### src/design/load_cell_adc_reader_tare_scale_top_assert.svh
// Assertion macros used by the reader's controller.
`ifndef LOAD_CELL_ADC_READER_TARE_SCALE_TOP_ASSERT_SVH
`define LOAD_CELL_ADC_READER_TARE_SCALE_TOP_ASSERT_SVH

// Same-cycle implication, checked at every rising edge out of reset.
`define LCR_ASSERT_NOW(lbl, ante, cons, msg) \
	lbl: assert property (@(posedge clk) disable iff (!arst_n) (ante) |-> (cons)) \
		else $error(msg);

// Next-cycle implication, checked at every rising edge out of reset.
`define LCR_ASSERT_NEXT(lbl, ante, cons, msg) \
	lbl: assert property (@(posedge clk) disable iff (!arst_n) (ante) |=> (cons)) \
		else $error(msg);

`endif

### src/design/lcr_pkg.sv
// Package: shared constants and controller/datapath interface types of the reader.
package lcr_pkg;

	localparam int SAMPLE_BITS_DEF = 24;

	localparam int CFG_IDX_W  = 2;
	localparam int CFG_DATA_W = 24;
	localparam int DIV_W      = 16;
	localparam int LIMIT_W    = 24;
	localparam int WEIGHT_W   = 25;

	localparam logic [CFG_IDX_W-1:0] REG_SCALE_DIVISOR = 2'd0;
	localparam logic [CFG_IDX_W-1:0] REG_TARE_LIMIT    = 2'd1;
	localparam logic [CFG_IDX_W-1:0] REG_WEIGHT_LIMIT  = 2'd2;

	localparam logic [DIV_W-1:0]   SCALE_DIVISOR_RST = 16'd415;
	localparam logic [LIMIT_W-1:0] TARE_LIMIT_RST    = 24'd25000;
	localparam logic [LIMIT_W-1:0] WEIGHT_LIMIT_RST  = 24'd5000;

	localparam int TARE_ROUND = 50;

	localparam logic signed [WEIGHT_W-1:0] WEIGHT_MIN = 25'sh1000000;

	// controller -> datapath
	typedef struct packed {
		logic step;      // take one tick beat
		logic div_iter;  // one restoring-divide step
		logic finish;    // apply quotient to held weight
	} lcr_cmd_t;

	// datapath -> controller
	typedef struct packed {
		logic need_div;  // current tick completes a non-tare reading
	} lcr_sts_t;

endpackage

### src/design/lcr_ctrl.sv
// Controller: tick handshake, divide sequencing and result handshake.
`include "load_cell_adc_reader_tare_scale_top_assert.svh"

module lcr_ctrl
	import lcr_pkg::*;
#(
	parameter int SAMPLE_BITS = SAMPLE_BITS_DEF
) (
	input  logic     clk,
	input  logic     arst_n,
	input  logic     in_valid,
	output logic     in_ready,
	output logic     out_valid,
	input  logic     out_ready,
	input  lcr_sts_t sts,
	output lcr_cmd_t cmd
);

	localparam int QW   = SAMPLE_BITS + 1;
	localparam int CNTW = $clog2(QW);

	typedef enum logic [2:0] {
		ST_IDLE = 3'b001,
		ST_DIV  = 3'b010,
		ST_FIN  = 3'b100
	} lcr_state_t;

	lcr_state_t      state_q;
	logic [CNTW-1:0] iter_q;
	logic            out_valid_q;
	logic            accept;
	logic            set_out;

	assign in_ready  = (state_q == ST_IDLE) && (!out_valid_q || out_ready);
	assign accept    = in_valid && in_ready;
	assign out_valid = out_valid_q;

	always_comb begin
		cmd          = '0;
		cmd.step     = accept;
		cmd.div_iter = (state_q == ST_DIV);
		cmd.finish   = (state_q == ST_FIN);
		set_out      = (accept && !sts.need_div) || (state_q == ST_FIN);
	end

	always_ff @(posedge clk or negedge arst_n) begin
		if (!arst_n) begin
			state_q     <= ST_IDLE;
			iter_q      <= '0;
			out_valid_q <= 1'b0;
		end else begin
			if (set_out) begin
				out_valid_q <= 1'b1;
			end else if (out_valid_q && out_ready) begin
				out_valid_q <= 1'b0;
			end
			case (state_q)
				ST_IDLE: begin
					if (accept && sts.need_div) begin
						state_q <= ST_DIV;
						iter_q  <= '0;
					end
				end
				ST_DIV: begin
					// one quotient bit per cycle
					if (iter_q == CNTW'(QW - 1)) begin
						state_q <= ST_FIN;
					end else begin
						iter_q <= iter_q + 1'b1;
					end
				end
				ST_FIN: begin
					state_q <= ST_IDLE;
				end
				default: begin
					state_q <= ST_IDLE;
				end
			endcase
		end
	end

	`LCR_ASSERT_NOW(a_no_accept_busy, state_q != ST_IDLE, !in_ready, "tick taken while dividing")
	`LCR_ASSERT_NEXT(a_div_starts, accept && sts.need_div,
		(state_q == ST_DIV) && !out_valid, "divide did not start cleanly")
	`LCR_ASSERT_NEXT(a_fin_shows, state_q == ST_FIN, out_valid, "finished reading not shown")
	`LCR_ASSERT_NEXT(a_tick_shows, accept && !sts.need_div, out_valid, "tick result not shown")

endmodule

### src/design/lcr_dp.sv
// Datapath: serial sequencing, tare store, restoring divider and held weight.
module lcr_dp
	import lcr_pkg::*;
#(
	parameter int SAMPLE_BITS = SAMPLE_BITS_DEF
) (
	input  logic                       clk,
	input  logic                       arst_n,
	input  lcr_cmd_t                   cmd,
	output lcr_sts_t                   sts,
	input  logic                       data_line,
	input  logic                       cfg_we,
	input  logic [CFG_IDX_W-1:0]       cfg_index,
	input  logic [CFG_DATA_W-1:0]      cfg_data,
	output logic                       clock_line,
	output logic                       weight_valid,
	output logic                       tare_taken,
	output logic signed [WEIGHT_W-1:0] weight_grams
);

	localparam int PW = $clog2(SAMPLE_BITS + 2);
	localparam int QW = SAMPLE_BITS + 1;
	localparam int NW = SAMPLE_BITS + 2;
	localparam int RW = (SAMPLE_BITS > LIMIT_W) ? SAMPLE_BITS : LIMIT_W;
	localparam int CW = (NW > LIMIT_W + 2) ? NW : LIMIT_W + 2;

	logic [DIV_W-1:0]   scale_divisor_q;
	logic [LIMIT_W-1:0] tare_limit_q;
	logic [LIMIT_W-1:0] weight_limit_q;

	logic [PW-1:0]          phase_q;
	logic                   clock_level_q;
	logic [SAMPLE_BITS-1:0] raw_q;
	logic [SAMPLE_BITS-1:0] tare_q;
	logic                   tare_pending_q;
	logic signed [WEIGHT_W-1:0] held_q;
	logic                   weight_valid_q;
	logic                   tare_taken_q;

	logic [QW-1:0]    dvd_q;
	logic [DIV_W-1:0] rem_q;
	logic             neg_q;

	logic                 last_edge;
	logic                 take_tare;
	logic signed [NW-1:0] num;
	logic signed [NW-1:0] num_abs;
	logic [DIV_W-1:0]     divisor;
	logic [DIV_W:0]       trial;
	logic                 qbit;
	logic [DIV_W:0]       trial_diff;
	logic signed [NW-1:0] quo_s;
	logic signed [CW-1:0] quo_ext;
	logic signed [CW-1:0] limit_ext;
	logic signed [CW-1:0] wmin_ext;

	assign last_edge = (phase_q == PW'(SAMPLE_BITS + 1)) && clock_level_q;
	assign take_tare = tare_pending_q && (RW'(raw_q) < RW'(tare_limit_q));
	assign sts.need_div = last_edge && !take_tare;

	assign num     = $signed(NW'(raw_q)) - $signed(NW'(tare_q)) + NW'(TARE_ROUND);
	assign num_abs = num[NW-1] ? -num : num;
	assign divisor = (scale_divisor_q == '0) ? DIV_W'(1) : scale_divisor_q;

	assign trial      = {rem_q, dvd_q[QW-1]};
	assign qbit       = (trial >= {1'b0, divisor});
	assign trial_diff = trial - {1'b0, divisor};

	assign quo_s     = neg_q ? -$signed({1'b0, dvd_q}) : $signed({1'b0, dvd_q});
	assign quo_ext   = CW'(quo_s);
	assign limit_ext = $signed(CW'(weight_limit_q));
	assign wmin_ext  = CW'(WEIGHT_MIN);

	// configuration registers
	always_ff @(posedge clk or negedge arst_n) begin
		if (!arst_n) begin
			scale_divisor_q <= SCALE_DIVISOR_RST;
			tare_limit_q    <= TARE_LIMIT_RST;
			weight_limit_q  <= WEIGHT_LIMIT_RST;
		end else if (cfg_we) begin
			case (cfg_index)
				REG_SCALE_DIVISOR: scale_divisor_q <= cfg_data[DIV_W-1:0];
				REG_TARE_LIMIT:    tare_limit_q    <= cfg_data[LIMIT_W-1:0];
				REG_WEIGHT_LIMIT:  weight_limit_q  <= cfg_data[LIMIT_W-1:0];
				default: begin
				end
			endcase
		end
	end

	// serial sequencing, tare and held weight
	always_ff @(posedge clk or negedge arst_n) begin
		if (!arst_n) begin
			phase_q        <= '0;
			clock_level_q  <= 1'b0;
			raw_q          <= '0;
			tare_q         <= '0;
			tare_pending_q <= 1'b1;
			held_q         <= '0;
			weight_valid_q <= 1'b0;
			tare_taken_q   <= 1'b0;
		end else if (cmd.step) begin
			weight_valid_q <= 1'b0;
			tare_taken_q   <= 1'b0;
			if (phase_q == '0) begin
				clock_level_q <= 1'b0;
				if (!data_line) begin
					raw_q         <= '0;
					clock_level_q <= 1'b1;
					phase_q       <= PW'(1);
				end
			end else if (clock_level_q) begin
				clock_level_q <= 1'b0;
				if (last_edge) begin
					phase_q <= '0;
					if (take_tare) begin
						tare_q         <= raw_q;
						tare_pending_q <= 1'b0;
						tare_taken_q   <= 1'b1;
					end
				end
			end else begin
				raw_q         <= {raw_q[SAMPLE_BITS-2:0], data_line};
				clock_level_q <= 1'b1;
				phase_q       <= phase_q + 1'b1;
			end
		end else if (cmd.finish) begin
			// drop weights at or above the limit, clamp the low end
			if (quo_ext < limit_ext) begin
				held_q         <= (quo_ext < wmin_ext) ? WEIGHT_MIN : quo_ext[WEIGHT_W-1:0];
				weight_valid_q <= 1'b1;
			end
		end
	end

	// restoring divider on the magnitude
	always_ff @(posedge clk) begin
		if (cmd.step && sts.need_div) begin
			dvd_q <= num_abs[QW-1:0];
			rem_q <= '0;
			neg_q <= num[NW-1];
		end else if (cmd.div_iter) begin
			rem_q <= qbit ? trial_diff[DIV_W-1:0] : trial[DIV_W-1:0];
			dvd_q <= {dvd_q[QW-2:0], qbit};
		end
	end

	assign clock_line   = clock_level_q;
	assign weight_valid = weight_valid_q;
	assign tare_taken   = tare_taken_q;
	assign weight_grams = held_q;

endmodule

### src/design/load_cell_adc_reader_tare_scale_top.sv
// Top level of the load-cell serial converter reader with tare and scaling.
// One beat on the input channel is one half period of the converter's serial
// clock and gives one result beat: the clock level to drive, the two event
// flags and the held weight. An ordinary tick's result is shown in the cycle
// after the tick is taken. The tick on which the last pulse falls and the
// reading is not taken as tare runs through the tick itself, the restoring
// divider that yields one quotient bit per cycle, and a final step that
// applies the limit and, below it, updates the weight. The next tick is
// taken in the cycle that the pending result leaves. Configuration writes are
// taken in any cycle; an index beyond the register list is ignored.
module load_cell_adc_reader_tare_scale_top
	import lcr_pkg::*;
#(
	parameter int SAMPLE_BITS = SAMPLE_BITS_DEF
) (
	input  logic                       clk,
	input  logic                       arst_n,
	input  logic                       in_valid,
	output logic                       in_ready,
	input  logic                       data_line,
	output logic                       out_valid,
	input  logic                       out_ready,
	output logic                       clock_line,
	output logic                       weight_valid,
	output logic                       tare_taken,
	output logic signed [WEIGHT_W-1:0] weight_grams,
	input  logic                       cfg_valid,
	output logic                       cfg_ready,
	input  logic [CFG_IDX_W-1:0]       cfg_index,
	input  logic [CFG_DATA_W-1:0]      cfg_data
);

	lcr_cmd_t cmd;
	lcr_sts_t sts;

	assign cfg_ready = 1'b1;

	lcr_ctrl #(
		.SAMPLE_BITS(SAMPLE_BITS)
	) u_ctrl (
		.clk      (clk),
		.arst_n   (arst_n),
		.in_valid (in_valid),
		.in_ready (in_ready),
		.out_valid(out_valid),
		.out_ready(out_ready),
		.sts      (sts),
		.cmd      (cmd)
	);

	lcr_dp #(
		.SAMPLE_BITS(SAMPLE_BITS)
	) u_dp (
		.clk         (clk),
		.arst_n      (arst_n),
		.cmd         (cmd),
		.sts         (sts),
		.data_line   (data_line),
		.cfg_we      (cfg_valid && cfg_ready),
		.cfg_index   (cfg_index),
		.cfg_data    (cfg_data),
		.clock_line  (clock_line),
		.weight_valid(weight_valid),
		.tare_taken  (tare_taken),
		.weight_grams(weight_grams)
	);

endmodule
### config.mk
export PLATFORM = sky130hd
export DESIGN_NAME = load_cell_adc_reader_tare_scale_top
export DESIGN_NICKNAME = d
export VERILOG_FILES = /design/src/design/lcr_pkg.sv /design/src/design/lcr_ctrl.sv /design/src/design/lcr_dp.sv /design/src/design/load_cell_adc_reader_tare_scale_top.sv
export VERILOG_INCLUDE_DIRS = /design/src /design/src/design
export SDC_FILE = /design/constraint.sdc
export NUM_CORES = 1
export LEC_CHECK = 0
export BUFFER_PORTS_ARGS = -buffer_cell sky130_fd_sc_hd__buf_2
export CAP_MARGIN = 20
export CORE_MARGIN = 4
export CORE_UTILIZATION = 51
export DETAILED_ROUTE_END_ITERATION = 7
export PLACE_DENSITY = 0.79
export SYNTH_ARGS = -nofsm -noshare
export SYNTH_HDL_FRONTEND = slang
export SYNTH_SLANG_ARGS = --single-unit
### constraint.sdc
create_clock -name clk -period 9 [get_ports clk]
set_input_delay 2.25 -clock clk [delete_from_list [all_inputs] [get_ports clk]]
set_output_delay 2.25 -clock clk [all_outputs]
set_load 0.02 [all_outputs]
==> flow_summary.ini, run 1 <==
[outcome]
status = completed

[setup_path]
r2r-end = u_dp.weight_grams[12]
crit_chain = buf_2 -> o211a_1 -> buf_2
crit_path_end_kind = output pin
critPathTopFamily = buffers and inverters
slowest_stage = o211a_1
path_buf_inv = 2
cp_data_arrival_time_ps = 2770
critical-path-max-stage-delay_ps = 240
start_kind = input port
path_max_fanout = 4
critPathRequiredTime_ps = 6750
timing.rr.start = u_dp.dvd_q[7]
rrSetupSlack_ps = 4140
reg2reg_depth = 14
cpMostUsedCell = buf_2
setup.worst_path.class = in -> out

[global_route]
grt_pass1_vias = 10001
grt_use_total = 0.2144
grt_max_degree = 85
grt_pass1_wl_um = 50090
overflow = 0
antenna_found_initial = 1

[timing]
fin_skew_ps = 13.54
slew-limit-headroom = 0.3236
drv_slew = 0
max_freq_mhz = 199.3
tightest_slew_ps = 998.8
rsz0062_at_grt = no
setup_ws_ps = 3981
setup_tns_ps = 0
fin_crit_sh = 0.5576
setup_violations = 0
post-route-min-period_ps = 5019
hold_viol_final = 0

[cells_and_area]
fin_cells = 1787
n_antenna_cell = 0
nFillCells = 2188
multiInputGateArea_um2 = 7360
finish.utilization = 0.5671
syn2layout_area_growth_pct = 9.401
seq_area_um2 = 5005
fin_area_um2 = 14240
drive_gt1_frac = 0.1613
layout.nets = 1573

[clock_tree]
numCtsBuffers = 17
cts_buffer_depth = 2
cts_sinks = 197
post_cts_buffers = 0
htree_num_levels = 4
cts_tree = done
post_cts_resized = 0
clk_pin_slew_ps = 70
worstSkewPairLatency_ps = 450
hold_buffers = 0
cts_root_buffer = clkbuf_16

[hold_path]
hold_path_end = u_dp.weight_grams[13]
hold_class = reg -> reg
hold_start = u_dp.weight_grams[13]
hold_path_depth = 2

[synth]
yosysTopAreaCellShare = 0.2595
yosys.area.top_type = dfrtp_1
synth_cells = 1411
synth_commonest_cells = nand2_1, o21ai_0, dfrtp_1
syn_nets = 1540
synth.distinct_cells = 98
synth_warnings = 0
ys_top_cells_by_area = dfrtp_1, ha_1, mux2_2
ys_ff_latch = 197
synth_edf_count = 26
synth_top_flop_cell = dfrtp_1
ys_seq_area_frac = 0.3845
syn_area_per_cell_um2 = 9.225
yosys.cell_count.top_type = nand2_1
syn_area_um2 = 13020
async_reset_ff_frac = 0.7868

[place]
io_buffers = 61
place.gp.congestion = 0.8610
place_area_um2 = 13570
dpl.hpwl_um = 22570
dp_slack_ps = 3984
placedCellCount = 1753

[power]
p_switching_mw = 2.650
seqPwrFrac = 0.193
comb_power_share = 0.665
p_leak_nw = 6.678
pwr-share-clk = 0.142
switching_share = 0.4661
power_density_nw_per_um2 = 399.2
peakVddDrop_v = 0.0003081
p_int_mw = 3.035

[job]
cap_violations = 0

[route]
post_drt_via_cell_ratio = 5.708
vias = 10201
drc = 0
drtPass1Iterations = 5
ant_nets = 0
drt-total-wl_um = 29970
wl_per_cell_um = 16.77
initialDrtViolationCount = 827

[floorplanning]
core-area_um2 = 25110
dieHeight_um = 167.8
start_util = 0.5184
std_cell_rows = 58
die-width_um = 167.8
io_pins = 63
fp.dieArea_um2 = 28140
-- sequential cells by signal, summed over array words and instances (netlist names), 16 cells and up --
name / count
u_dp.raw_q: 24
u_dp.rem_q: 16
u_dp.scale_divisor_q: 16
u_dp.dvd_q: 25
u_dp.weight_grams: 25
u_dp.weight_limit_q: 24
u_dp.tare_limit_q: 24
u_dp.tare_q: 24
-- worst register-to-register path, stage by stage, from the launching register on --
cell      delay, ps
edfxtp_1        460
or4_4           560
or3_4           370
or4_4           470
or4_4           490
nor3_1          160
nor2_1           70
xor2_1          180
ha_1            320
nand3_1          80
nor2_1          160
nand4_1         120
o21a_1          230
o21ai_4         800
o21ai_0         250
-- cells in the final DEF, fill, tap and decap left out, types with 4 or more instances in the layout --
cell	Yosys	routed
and4_1	4	4
o31ai_1	17	17
buf_4	1	7
nand2b_1	14	14
and2_1	12	12
edfxtp_1	26	26
nand2_1	177	177
nor2b_1	10	10
nor2_1	53	53
xor2_1	21	21
nor3b_1	8	7
o21bai_1	7	6
mux2i_1	6	6
buf_2	9	60
dfstp_2	20	20
a21oi_1	50	50
a21o_1	33	33
dfxtp_1	16	16
nand3_1	52	51
inv_1	114	114
xnor2_1	77	77
dfrtp_1	135	135
clkbuf_8	0	4
ha_1	95	95
a31oi_1	7	7
nand4_1	20	20
nor4_1	6	6
clkbuf_16	0	21
o21a_1	7	7
and3_1	11	11
mux2_2	72	72
a211oi_1	10	10
or3_1	4	4
o211ai_1	4	4
o21ai_1	13	13
o21ai_0	152	152
nor3_1	18	18
-- per-stage QoR --
stage / hold slack [ps] / power [mW]
detailed placement: 465.3 / 4.830
CTS: 481.4 / 5.663
global placement: 457.6 / 4.706
global route: 499.9 / 6.165
finish: 474.2 / 5.685
floorplan: 446.1 / 4.183
-- area by class of cell --
type,count,share of cell area
Clock inverter,5,0.002812
Tap cell,330,0.02900
Timing Repair Buffer,70,0.02829
Sequential cell,197,0.3515
Multi-Input combinational cell,1043,0.5168
Clock buffer,27,0.04130
Inverter,115,0.03031
-- logic make-up after synthesis --
kind of cell,share of synthesized area
flip-flops,0.3845
multiplexers,0.06690
buffers and inverters,0.05171
adder cells (fa/ha/maj),0.09440
AO/OA/AOI/OAI,0.1714
other,0.0002881
AND/OR/NAND/NOR,0.1611
XOR/XNOR,0.06969
-- power groups by stage --
| stage | clock (mW) | combinational, mW | sequential [mW] |
|---|---|---|---|
| after detailed placement | 0 | 3.72 | 1.11 |
| after floorplan | 0 | 3.10 | 1.09 |
| final | 0.805 | 3.78 | 1.10 |
| after global placement | 0 | 3.60 | 1.11 |
| after global routing | 0.850 | 4.20 | 1.11 |
| after CTS | 0.817 | 3.75 | 1.10 |
-- routing by layer --
| metal | up-vias | part of all wire | GRT usage |
|---|---|---|---|
| met1 | 4928 | 0.45 | 0.2864 |
| met3 | 43 | 0.041 | 0.03305 |
| met4 | 2 | 0.026 | 0.07092 |
| met2 | 197 | 0.48 | 0.3583 |
| met5 | - | 0.00043 | 0 |
| li1 | 5031 | - | - |
-- how the worst max path moves through the flow --
| stage | start | to | slack, ps | cells past startpoint |
|---|---|---|---|---|
| global route | u_dp.dvd_q[7] | u_dp.weight_grams[15] | 3830 | 16 |
| global placement | out_ready | in_ready | 4000 | 3 |
| CTS | out_ready | in_ready | 3980 | 3 |
| floorplan | out_ready | in_ready | 4210 | 1 |
| detailed placement | out_ready | in_ready | 3980 | 3 |
| finish | out_ready | in_ready | 3980 | 3 |
Note: power is estimated with default switching activity, not from simulation.
==> inputs of run 2 (changes only) <==
PLACE_DENSITY = 0.82   (was 0.79)
clock period = 4.4 ns   (was 9 ns; I/O delays follow)
==> flow_summary.ini, run 2 (synthesized netlist as in run 1, its figures left out) <==
[timing]
drv_slew = 0
max_freq_mhz = 227.0
post-route-min-period_ps = 4404
rsz0062_at_grt = yes
fin_crit_sh = 1.001
setup_violations = 1
hold_viol_final = 0
slew-limit-headroom = 0.3030
fin_skew_ps = 18.13
setup_ws_ps = -4.416
tightest_slew_ps = 1029

[clock_tree]
clk_pin_slew_ps = 70
htree_num_levels = 4
numCtsBuffers = 17
cts_tree = done
cts_root_buffer = clkbuf_16
hold_buffers = 0
cts_sinks = 197
worstSkewPairLatency_ps = 450
cts_buffer_depth = 2

[outcome]
violations = setup timing
status = finished with violations

[floorplanning]
io_pins = 63
fp.dieArea_um2 = 28140
dieHeight_um = 167.8
start_util = 0.5184
core-area_um2 = 25110
die-width_um = 167.8
std_cell_rows = 58

[setup_path]
start_kind = register
timing.rr.start = u_dp.dvd_q[9]
crit_path_end_kind = register
r2r-end = u_dp.weight_grams[24]
cp_data_arrival_time_ps = 4720
rrSetupSlack_ps = -4
path_max_fanout = 4
setup.worst_path.class = reg -> reg
critPathRequiredTime_ps = 4710
reg2reg_depth = 18

[route]
vias = 10461
post_drt_via_cell_ratio = 5.741
ant_nets = 0
drtPass1Iterations = 5
drt-total-wl_um = 31020
wl_per_cell_um = 17.02
initialDrtViolationCount = 777
drc = 0

[cells_and_area]
syn2layout_area_growth_pct = 12.84
final_cell_mix = nand2_1, dfrtp_1, o21ai_0, inv_1, ha_1
layout.nets = 1608
fin_area_um2 = 14690
drive_gt1_frac = 0.2131
final_common_cell = nand2_1
n_antenna_cell = 0

[hold_path]
hold_start = u_dp.weight_valid
hold_path_end = u_dp.weight_valid
hold_path_depth = 2
hold_class = reg -> reg

[power]
power_density_nw_per_um2 = 813.2
peakVddDrop_v = 0.0006618
p_leak_nw = 6.871
fin_total_pwr_mw = 11.94

[place]
io_buffers = 61
place_area_um2 = 13700
place.gp.congestion = 0.9223
dpl.hpwl_um = 22930

[global_route]
use_met1 = 0.2808
use_met2 = 0.3608
antenna_found_initial = 0
grt_pass1_vias = 10052
grt_busiest_layer = met2
grt_pass1_wl_um = 49930
grt_max_degree = 93
grt_use_total = 0.2127
use_met3 = 0.03211
overflow = 0

[job]
cap_violations = 0
==> run 2: changes by cell type in the layout (fill, tap and decap cells not counted), moves of 4 or more <==
cell      change
o21ai_2       +6
nand2_2      +19
xnor2_2       +6
o21ai_1      +13
buf_6         +7
buf_4        +25
o21ai_0      -19
xnor2_1       -6
clkinv_4      +4
nand2_1      -21
==> run 2: what timing repair did <==
item                                    4_1_cts  5_1_grt
pin swaps                                     1       38
gates resized for setup                       1       85
endpoints found under the setup margin        2       40
cloned                                        0        7
endpoints found under the hold margin         0        0
buffers inserted                              4        9
==> run 2: cell type report <==
type / count / area, um2
Clock inverter: 12 / 112.6
Inverter: 115 / 435.4
Sequential cell: 197 / 5005
Fill cell: 2082 / 10420
Multi-Input combinational cell: 1044 / 7570
Tap cell: 330 / 412.9
Clock buffer: 20 / 467.9
Timing Repair inverter: 1 / 7.507
Timing Repair Buffer: 103 / 676.9
==> run 2: critical path, stage by stage, from the launching register on <==
cell      delay, ps
edfxtp_1        410
or4_4           560
or3_4           370
or4_4           440
or4_4           440
nor3_2          120
nor2_1           80
xor2_1          240
ha_1            280
a21oi_1         150
nor2b_1          60
o21ai_1         130
nand2b_1         80
a221oi_2        260
o21a_2          250
buf_4           130
nor2b_1          30
o31ai_1         170
o21ai_1          90
==> run 2: worst max path at each step <==
stage                  start                    end  slack (ps)  cells past startpoint
3_5_place_dp   u_dp.dvd_q[9]  u_dp.weight_grams[15]          40                     18
3_3_place_gp   u_dp.dvd_q[9]  u_dp.weight_grams[13]         150                     18
6_report       u_dp.dvd_q[9]  u_dp.weight_grams[24]          -4                     18
2_1_floorplan  u_dp.dvd_q[7]  u_dp.weight_grams[18]         140                     19
4_1_cts        u_dp.dvd_q[9]   u_dp.weight_grams[6]           4                     18
5_1_grt        u_dp.dvd_q[9]  u_dp.weight_grams[24]        -220                     18
==> run 2: stage by stage <==
stage          setup TNS, ps  setup slack [ps]  hold slack, ps  utilization  cells
2_1_floorplan              0             136.2           446.1            -   1411
3_3_place_gp               0             148.5           456.2       0.5455   1769
3_5_place_dp               0             41.70           466.4       0.5455   1769
4_1_cts                    0             4.449           481.6       0.5700   1805
5_1_grt                -3913            -224.1           514.6       0.5850   1822
6_report              -4.416            -4.416           491.7       0.5850   1822
==> run 2: metal layers <==
layer,part of all wire,vias to the layer above
li1,-,5105
met4,0.024,0
met5,0,-
met3,0.041,47
met2,0.50,239
met1,0.44,5070
==> run 2: power by group <==
part | switching [mW] | leakage [nW] | internal (mW)
clock | 0.752 | 0.283 | 0.794
combinational | 4.63 | 4.28 | 3.51
sequential | 0.193 | 2.31 | 2.06
